$ cat src/rtl/vmd_pkg.sv
// Shared types, constants and register codes for the vibrato modulated delay.
package vmd_pkg;

	localparam int MAX_DELAY      = 1024;
	localparam int ADDR_W         = $clog2(MAX_DELAY);
	localparam int CLR_W          = ADDR_W + 1;
	localparam int COS_TABLE_BITS = 10;
	localparam int SAMPLE_W       = 16;
	localparam int BASE_W         = 10;
	localparam int PHASE_W        = 24;
	localparam int COUNT_W        = 20;
	localparam int CFG_DATA_W     = 24;
	localparam int QW             = 31;   // Q30 unsigned working width
	localparam int TAP_W          = BASE_W + 1;
	localparam int QUEUE_DEPTH    = 4;
	localparam int QUEUE_AW       = $clog2(QUEUE_DEPTH);

	localparam logic [QW-1:0] Q_ONE = QW'(31'h4000_0000);
	localparam logic [QW-1:0] C1    = QW'(1686629713);
	localparam logic [QW-1:0] C3    = QW'(693598618);
	localparam logic [QW-1:0] C5    = QW'(85569306);
	localparam logic [QW-1:0] C7    = QW'(5026997);
	localparam logic [QW-1:0] C9    = QW'(172272);

	localparam logic [BASE_W-1:0]  BASE_DELAY_RST = BASE_W'(256);
	localparam logic [PHASE_W-1:0] PHASE_STEP_RST = PHASE_W'(1748);
	localparam logic [COUNT_W-1:0] WRAP_COUNT_RST = COUNT_W'(9120);

	typedef enum logic [1:0] {
		REG_BASE_DELAY,
		REG_PHASE_STEP,
		REG_WRAP_COUNT,
		REG_STEREO_ENABLE
	} reg_idx_t;

	typedef struct packed {
		logic [BASE_W-1:0]  base_delay;
		logic [PHASE_W-1:0] phase_step;
		logic [COUNT_W-1:0] wrap_count;
		logic               stereo_enable;
	} cfg_t;

	// sample beat travelling down the tap pipeline
	typedef struct packed {
		logic [ADDR_W-1:0]          wp;
		logic signed [SAMPLE_W-1:0] left;
		logic signed [SAMPLE_W-1:0] right;
	} front_item_t;

	// classified beat handed from front to back
	typedef struct packed {
		logic [ADDR_W-1:0]          wp;
		logic [ADDR_W-1:0]          rd;
		logic                       bypass;
		logic signed [SAMPLE_W-1:0] left;
		logic signed [SAMPLE_W-1:0] right;
	} entry_t;

endpackage

$ cat src/rtl/vmd_queue.sv
// Short FIFO between the tap pipeline and the delay-line back end.
module vmd_queue
	import vmd_pkg::*;
(
	input  logic   clk,
	input  logic   arst_n,
	input  logic   push,
	input  entry_t push_data,
	output logic   full,
	input  logic   pop,
	output entry_t pop_data,
	output logic   valid
);

	entry_t              slot_q [QUEUE_DEPTH];
	logic [QUEUE_AW-1:0] wr_q;
	logic [QUEUE_AW-1:0] rd_q;
	logic [QUEUE_AW:0]   cnt_q;

	assign full     = (cnt_q == (QUEUE_AW+1)'(QUEUE_DEPTH));
	assign valid    = (cnt_q != '0);
	assign pop_data = slot_q[rd_q];

	always_ff @(posedge clk) begin
		if (push) begin
			slot_q[wr_q] <= push_data;
		end
	end

	always_ff @(posedge clk or negedge arst_n) begin
		if (!arst_n) begin
			wr_q  <= '0;
			rd_q  <= '0;
			cnt_q <= '0;
		end else begin
			if (push) begin
				wr_q <= wr_q + 1'b1;
			end
			if (pop) begin
				rd_q <= rd_q + 1'b1;
			end
			case ({push, pop})
				2'b10:   cnt_q <= cnt_q + 1'b1;
				2'b01:   cnt_q <= cnt_q - 1'b1;
				default: cnt_q <= cnt_q;
			endcase
		end
	end

endmodule

$ cat config.mk
export PLATFORM = sky130hd
export DESIGN_NAME = vmd_queue
export DESIGN_NICKNAME = d
export VERILOG_FILES = /design/src/rtl/vmd_pkg.sv /design/src/rtl/vmd_queue.sv
export SDC_FILE = /design/constraint.sdc
export NUM_CORES = 1
export LEC_CHECK = 0
export ABC_AREA = 1
export BUFFER_PORTS_ARGS = -buffer_cell sky130_fd_sc_hd__buf_2
export CAP_MARGIN = 20
export CORE_MARGIN = 4
export CORE_UTILIZATION = 40
export DETAILED_ROUTE_END_ITERATION = 7
export HOLD_SLACK_MARGIN = 0.12
export PLACE_DENSITY = 0.6
export SLEW_MARGIN = 20
export SYNTH_ARGS = -nofsm -noshare
export SYNTH_HDL_FRONTEND = slang
export SYNTH_SLANG_ARGS = --single-unit
$ cat constraint.sdc
create_clock -name clk -period 3.1 [get_ports clk]
set_input_delay 0.62 -clock clk [delete_from_list [all_inputs] [get_ports clk]]
set_output_delay 0.62 -clock clk [all_outputs]
set_load 0.01 [all_outputs]
Word level (Yosys, flattened, before mapping)
Memories as Yosys holds them, arrays and structs flattened.
Cells that the tools add are included.
W data, S select, Z words.
{ "classes": {"muxes": 3, "eq_ne": 3, "reduce_logical": 2, "addsub": 4} }
{ "ops": {"columns": ["cell", "n"], "rows": [
  ["$pmux W3 S2", 1],
  ["$add A2 B1 Y2 const B", 2],
  ["$add A3 B1 Y3 const B", 1],
  ["$eq A3 B3 Y1 const B", 1],
  ["$reduce_bool A3 Y1", 1],
  ["$sub A3 B1 Y3 const B", 1],
  ["$eq A2 B1 Y1 const B", 1],
  ["$eq A2 B2 Y1 const B", 1],
  ["$mux W1", 2],
  ["$reduce_bool A2 Y1", 1]
]} }
{ "word_totals": {"regBits": 7, "ram_bits": 212, "memories": 1, "in_bits": 57} }
{ "memory_table": {"columns": ["memory", "words", "width", "rd", "rd_clocked_by_memory_dff", "write_ports", "line", "text"], "rows": [
  ["slot_q", 4, 53, 1, 0, 1, "vmd_queue.sv:15", "entry_t slot_q [QUEUE_DEPTH];"]
]} }

Depth between registers and ports, before layout
Gate-level depths: netlist of run 1.
{ "depth": {"depth_word": 2, "depth_mapped": 9, "ltp_nobuf": 8} }

Least setup slack after synthesis of run 1
No wires, ideal clock.
{ "synth_timing": {"path_kind": "input to register", "start": "in push", "end": "mem slot_q[0][0] in the netlist's numbering (enable)", "cell_stages": 3, "path_buffers": 1, "setup_slack_ns": 0.726, "arrival_ns": 1.966, "path_cell_list": "clkbuf_1 > nand2_1 > inv_1"} }
{ "synth_via": {"elab_chain_len": 2} }
{ "synth_lines": {"columns": ["element", "line", "text"], "rows": [
  ["from (decl)", "vmd_queue.sv:7", "input logic push,"],
  ["$mux W1", "vmd_queue.sv:25", "if (push) begin"],
  ["$mux W1 (implied by the code)", "vmd_queue.sv:26", "slot_q[wr_q] <= push_data;"],
  ["to (decl)", "vmd_queue.sv:15", null]
]} }
Every way passes these cells.

==> results of run 1 <==
## path summary, 6_finish.rpt
check                                           from                       to  slack (ns)
worst min register to register  cnt_q[2]$_DFFE_PN0P_     cnt_q[2]$_DFFE_PN0P_        0.48
worst max register to register   wr_q[1]$_DFFE_PN0P_  slot_q[1][10]$_DFFE_PP_        1.31
worst max-delay path             rd_q[0]$_DFFE_PN0P_             pop_data[28]        0.43
max in group asynchronous                     arst_n      rd_q[0]$_DFFE_PN0P_        2.38
min in group asynchronous                     arst_n     cnt_q[0]$_DFFE_PN0P_        0.50
worst min-delay path                    push_data[2]   slot_q[3][2]$_DFFE_PP_        0.34
## area by class of cell
type | instances | area, um2 | share of cell area [%]
Clock buffer | 30 | 644 | 5.93
Timing Repair Buffer | 123 | 736 | 6.77
Multi-Input combinational cell | 399 | 2030 | 18.7
Inverter | 118 | 445 | 4.10
Clock inverter | 13 | 63.8 | 0.588
Sequential cell | 219 | 6550 | 60.3
Tap cell | 313 | 392 | 3.61
## stage by stage
stage | setup slack (ns) | utilization [%]
6_report | 0.428 | 47.7
2_1_floorplan | 0.726 | -
3_5_place_dp | 0.919 | 44.5
3_3_place_gp | 0.938 | 44.5
5_1_grt | 0.214 | 47.7
4_1_cts | 0.377 | 47.7
## logic make-up after synthesis
family / Yosys count / synth area share [%]
flip-flops: 219 / 70.2
AND/OR/NAND/NOR: 334 / 13.5
buffers and inverters: 154 / 7.99
adder cells (fa/ha/maj): 6 / 0.886
AO/OA/AOI/OAI: 55 / 7.06
XOR/XNOR: 4 / 0.376
## what timing repair did
action | 4_1_cts | 5_1_grt
hold buffers | 1 | 0
endpoints found under the hold margin | 7 | 0
buffers inserted | 0 | 0
## report_power, final
| group | switching, mW | internal [mW] |
|---|---|---|
| logic | 2.29 | 1.29 |
| clock network | 1.05 | 1.47 |
| registers | 0.223 | 3.88 |
| total | 3.57 | 6.64 |
## registers in the layout, summed over array words and instances (netlist names)
| register | cells |
|---|---|
| slot_q | 212 |
| wr_q | 2 |
| rd_q | 2 |
| cnt_q | 3 |
## cells in the final DEF, fill, tap and decap left out
cell / instances
sky130_fd_sc_hd__nand4_1: 1
sky130_fd_sc_hd__inv_4: 1
sky130_fd_sc_hd__nor2_1: 105
sky130_fd_sc_hd__buf_2: 111
sky130_fd_sc_hd__clkbuf_1: 5
sky130_fd_sc_hd__dfrtp_1: 6
sky130_fd_sc_hd__nor3_1: 1
sky130_fd_sc_hd__ha_1: 5
sky130_fd_sc_hd__dlygate4sd3_1: 1
sky130_fd_sc_hd__clkinv_1: 8
sky130_fd_sc_hd__dfrtp_4: 1
sky130_fd_sc_hd__fa_1: 1
sky130_fd_sc_hd__buf_4: 4
sky130_fd_sc_hd__inv_2: 4
sky130_fd_sc_hd__nand3_1: 1
sky130_fd_sc_hd__clkinv_2: 3
sky130_fd_sc_hd__clkinvlp_4: 1
sky130_fd_sc_hd__nand2_1: 226
sky130_fd_sc_hd__inv_8: 1
sky130_fd_sc_hd__xor2_1: 3
sky130_fd_sc_hd__inv_1: 113
sky130_fd_sc_hd__xnor2_1: 1
sky130_fd_sc_hd__clkbuf_16: 25
sky130_fd_sc_hd__o211ai_1: 3
sky130_fd_sc_hd__edfxtp_1: 212
sky130_fd_sc_hd__o211ai_2: 50
sky130_fd_sc_hd__o21ai_0: 2
sky130_fd_sc_hd__buf_12: 7
## routing by layer
layer  vias up  track usage [%]  share of wire (%)
li1       2746                -                  -
met1      2488             16.6                 43
met2        85             22.9                 50
met3        27             3.00                5.4
met4         4             3.44                1.7
met5         -                0               0.24
==> flow_metrics.env, run 1 <==
export IMPL_critPathTopFamily="flip-flops"
export IMPL_worst_ep_arrival_time_ns=2.05
export IMPL_layout_worst_path_cycle_share_pct=86.2
export IMPL_fin_skew_ns=0.00630
export IMPL_synth_cell_types=20
export IMPL_synthMostInstantiatedCell="sky130_fd_sc_hd__nand2_1"
export IMPL_die_wd_um=161
export IMPL_timing_critical_path_buf_inv=2
export IMPL_cts_buffer_depth=3
export IMPL_report_power_total_mw=10.2
export IMPL_portBuffers=111
export IMPL_fin_nets=948
export IMPL_hold_ws_ns=0.336
export IMPL_max_cap_violations=0
export IMPL_final_max_slew_viol_count=0
export IMPL_slowest_delay_ns=0.64
export IMPL_crit_cells=6
export IMPL_post_synth_instance_area_um2=9320
export IMPL_rows=55
export IMPL_cts_max_level=1
export IMPL_via_count=5350
export IMPL_leakage_nw=4.59
export IMPL_power_per_cell_area_nw_per_um2=940
export IMPL_wire_length_of_the_first_global_routing_pass_mm=27.5
export IMPL_antenna_cells=0
export IMPL_average_via_count_per_standard_cell=4.40
export IMPL_number_of_instances_on_the_worst_hold_path=1
export IMPL_place_detailed_hpwl_mm=9.87
export IMPL_vdd_drop_max_mv=0.456
export IMPL_grt_pass1_vias=5381
export IMPL_syn_to_final_growth_pct=16.5
export IMPL_grt_antenna_before_repair=2
export IMPL_final_hold_viol_count=0
export IMPL_numClockSinks=219
export IMPL_timing_critical_path_to_type="output port"
export IMPL_synth_enable_flop_cells=212
export IMPL_async_flop_share_pct=3.20
export IMPL_rr_worst_depth=5
export IMPL_grt_usage_pct=13.2
export IMPL_synth_yosys_seq_area_share_pct=70.2
export IMPL_dp_cells=1171
export IMPL_crit_required_ns=2.48
export IMPL_proportion_of_layout_cells_with_a_drive_suffix_above_1_pct=23.1
export IMPL_period_needed_ns=2.67
export IMPL_syn_num_nets=835
export IMPL_path_cells="buf_12, nor2_1, nor2_1, nand2_1, nand2_1, buf_2"
export IMPL_worst_path_max_delay_cell="sky130_fd_sc_hd__dfrtp_4"
export IMPL_yosysTopAreaCellShare_pct=68.3
export IMPL_drt_wirelength_per_cell_um=13.8
export IMPL_post_synthesis_cell_count=772
export IMPL_worst_setup_path_start_kind="flip-flop"
export IMPL_first_iter_violations=249
export IMPL_route_antenna_remaining_nets=0
export IMPL_netlist_top_cells_area="sky130_fd_sc_hd__edfxtp_1 (68%), sky130_fd_sc_hd__nand2_1 (9.1%), sky130_fd_sc_hd__o211ai_2 (6.7%), sky130_fd_sc_hd__inv_1 (4.7%), sky130_fd_sc_hd__nor2_1 (4.2%)"
export IMPL_post_synth_most_frequent_cells="sky130_fd_sc_hd__nand2_1 (226), sky130_fd_sc_hd__edfxtp_1 (212), sky130_fd_sc_hd__inv_1 (117)"
export IMPL_detail_route_first_pass_iterations=4
export IMPL_floorplan_die_height_um=161
export IMPL_worstPathMaxFanout=92
export IMPL_min_delay_path_class="primary input to flip-flop"
export IMPL_grt_max_degree=93
export IMPL_buffer_cell_driving_the_clock_tree_root="sky130_fd_sc_hd__clkbuf_16"
export IMPL_yosys_most_used_dff="sky130_fd_sc_hd__edfxtp_1"
export IMPL_initial_core_util_pct=40.9
export IMPL_cts_made_buffers=24
export IMPL_clk_insertion_delay_late_ns=0.50
export IMPL_postCtsResizedCells=0
export IMPL_final_setup_tns_ns=0
export IMPL_synthDominantAreaCellType="sky130_fd_sc_hd__edfxtp_1"
export IMPL_run_status="finished, final reports clean"
export IMPL_routabilityCongestion=0.713
export IMPL_fillers=2013
export IMPL_finish_instance_area_um2=10900
export IMPL_synth_avg_cell_area_um2=12.1
export IMPL_tritoncts="done"
export IMPL_maxSlewHeadroom_pct=58.6
export IMPL_worst_slew_pin_slew_ns=0.621
export IMPL_gr_total_overflow=0
export IMPL_fmax_mhz=374
export IMPL_setup_violations_final=0
export IMPL_yosysWarnings=0
export IMPL_top_level_ports=112
export IMPL_ys_seq_elements=219
export IMPL_final_instance_count_excl_fill=1215
export IMPL_remaining_drc_errors=0
export IMPL_detail_route_wirelength_mm=16.7
export IMPL_design_core_area_um2=22800
export IMPL_cts_reportedPaths_clkPinSlew_ns=0.06
export IMPL_dpl_cell_area_um2=10100
export IMPL_grt_setup_unrepaired="no"
export IMPL_fp_dieArea_um2=25800
export IMPL_path_class="flip-flop to output port"
Power figures use the tool's default switching activity.
==> inputs of run 2 (changes only) <==
Settings changed: GPL_TIMING_DRIVEN set to 0.
==> run 2 against run 1 <==
  * Clock skew fell by 0.00090 ns
  * Clock power rose by 3%
  * Combinational power rose by 15%
==> flow_metrics.env, run 2 (synthesis gave the netlist of run 1 again) <==
export IMPL_run_status="finished, final reports clean"
export IMPL_grt_pass1_vias=5490
export IMPL_numClockSinks=219
export IMPL_fp_dieArea_um2=25800
export IMPL_routabilityCongestion=0.706
export IMPL_worst_setup_path_start_kind="flip-flop"
export IMPL_initial_core_util_pct=40.9
export IMPL_path_class="flip-flop to output port"
export IMPL_buffer_cell_driving_the_clock_tree_root="sky130_fd_sc_hd__clkbuf_16"
export IMPL_tritoncts="done"
export IMPL_cts_max_level=1
export IMPL_timing_critical_path_to_type="output port"
export IMPL_cts_reportedPaths_clkPinSlew_ns=0.06
export IMPL_portBuffers=110
export IMPL_first_iter_violations=222
export IMPL_fillers=2004
export IMPL_maxSlewHeadroom_pct=57.2
export IMPL_grt_setup_unrepaired="no"
export IMPL_worst_ep_arrival_time_ns=1.98
export IMPL_detail_route_first_pass_iterations=4
export IMPL_fmax_mhz=384
export IMPL_fin_skew_ns=0.00540
export IMPL_detail_route_wirelength_mm=19.0
export IMPL_final_hold_viol_count=0
export IMPL_power_per_cell_area_nw_per_um2=971
export IMPL_final_common_cell="sky130_fd_sc_hd__nand2_1"
export IMPL_report_power_total_mw=10.8
export IMPL_max_cap_violations=0
export IMPL_die_wd_um=161
export IMPL_average_via_count_per_standard_cell=4.46
export IMPL_grt_usage_pct=14.6
export IMPL_largest_register_ffs=212
export IMPL_final_max_slew_viol_count=0
export IMPL_leakage_nw=4.72
export IMPL_setup_violations_final=0
export IMPL_reg_top3="slot_q x212, cnt_q x3"
export IMPL_fin_nets=975
export IMPL_drt_wirelength_per_cell_um=15.3
export IMPL_proportion_of_layout_cells_with_a_drive_suffix_above_1_pct=25.4
export IMPL_gr_total_overflow=0
export IMPL_syn_to_final_growth_pct=18.9
export IMPL_postCtsResizedCells=0
export IMPL_design_core_area_um2=22800
export IMPL_cts_made_buffers=23
export IMPL_worst_slew_pin_slew_ns=0.642
export IMPL_preCtsSetupSlack_ns=0.941
export IMPL_grt_antenna_before_repair=3
export IMPL_layout_worst_path_cycle_share_pct=84.0
export IMPL_period_needed_ns=2.60
export IMPL_floorplan_die_height_um=161
export IMPL_rows=55
export IMPL_crit_required_ns=2.48
export IMPL_via_count=5535
export IMPL_top_level_ports=112
export IMPL_wire_length_of_the_first_global_routing_pass_mm=29.6
export IMPL_worstPathMaxFanout=10
export IMPL_top_register="slot_q"
export IMPL_min_delay_path_class="primary input to flip-flop"
export IMPL_place_detailed_hpwl_mm=11.8
export IMPL_route_antenna_remaining_nets=0
export IMPL_remaining_drc_errors=0
export IMPL_multiInputGateArea_um2=2030
export IMPL_cts_setup_buffers=0
export IMPL_holdBufCountCts=1
export IMPL_grt_max_degree=31
export IMPL_final_cell_mix="sky130_fd_sc_hd__nand2_1 (226), sky130_fd_sc_hd__edfxtp_1 (212), sky130_fd_sc_hd__buf_2 (117)"
export IMPL_timing_final_ws_setup_ns=0.495
export IMPL_cts_buffer_depth=3
export IMPL_vdd_drop_max_mv=0.425
export IMPL_clk_insertion_delay_late_ns=0.50
export IMPL_layout_area_seq_um2=6540
[run 2: layout make-up]
cell class / count / area share [%]
Clock buffer: 31 / 5.82
Sequential cell: 219 / 59.0
Buffer: 36 / 2.72
Timing Repair Buffer: 115 / 5.78
Multi-Input combinational cell: 399 / 18.4
Antenna cell: 1 / 0.0226
Inverter: 118 / 4.09
Tap cell: 313 / 3.53
Clock inverter: 10 / 0.666
[run 2: metal layers]
metal | up-vias | track usage, % | routed length [um]
met5 | - | 0 | 33
met4 | 6 | 4.42 | 470
met3 | 38 | 3.34 | 1120
met2 | 120 | 24.2 | 9030
met1 | 2567 | 19.4 | 8360
li1 | 2804 | - | -
[run 2: path summary, 6_finish.rpt]
kind / start / endpoint / slack (ns) / cells after the start
max reg2reg: wr_q[0]$_DFFE_PN0P_ / slot_q[0][31]$_DFFE_PP_ / 1.42 / 5
max: rd_q[1]$_DFFE_PN0P_ / pop_data[45] / 0.50 / 6
min: push_data[15] / slot_q[0][15]$_DFFE_PP_ / 0.33 / 1
max in group asynchronous: arst_n / rd_q[1]$_DFFE_PN0P_ / 2.44 / 2
min reg2reg: cnt_q[2]$_DFFE_PN0P_ / cnt_q[2]$_DFFE_PN0P_ / 0.48 / 2
min in group asynchronous: arst_n / wr_q[1]$_DFFE_PN0P_ / 0.49 / 2
[run 2: critical path: stages (launching register included)]
cell	delay, ns
sky130_fd_sc_hd__dfrtp_1	0.40
sky130_fd_sc_hd__inv_2	0.17
sky130_fd_sc_hd__clkbuf_1	0.52
sky130_fd_sc_hd__nor2_1	0.11
sky130_fd_sc_hd__nand2_1	0.08
sky130_fd_sc_hd__nand2_1	0.07
sky130_fd_sc_hd__buf_2	0.15
[run 2: through the flow]
step           cell area [um2]  instances  hold WS, ns  util (%)  TNS [ns]
2_1_floorplan             9320        772        0.324         -         0
3_3_place_gp             10300       1195        0.455      45.1    -42.25
3_5_place_dp             10400       1199        0.463      45.4         0
4_1_cts                  11100       1241        0.313      48.7         0
5_1_grt                  11100       1241        0.314      48.7         0
6_report                 11100       1242        0.333      48.7         0
[run 2: power by group]
group	internal, mW	leakage, nW	switching [mW]
registers	3.88	2.03	0.156
logic	1.51	2.33	2.63
clock network	1.54	0.364	1.05
total	6.92	4.72	3.84
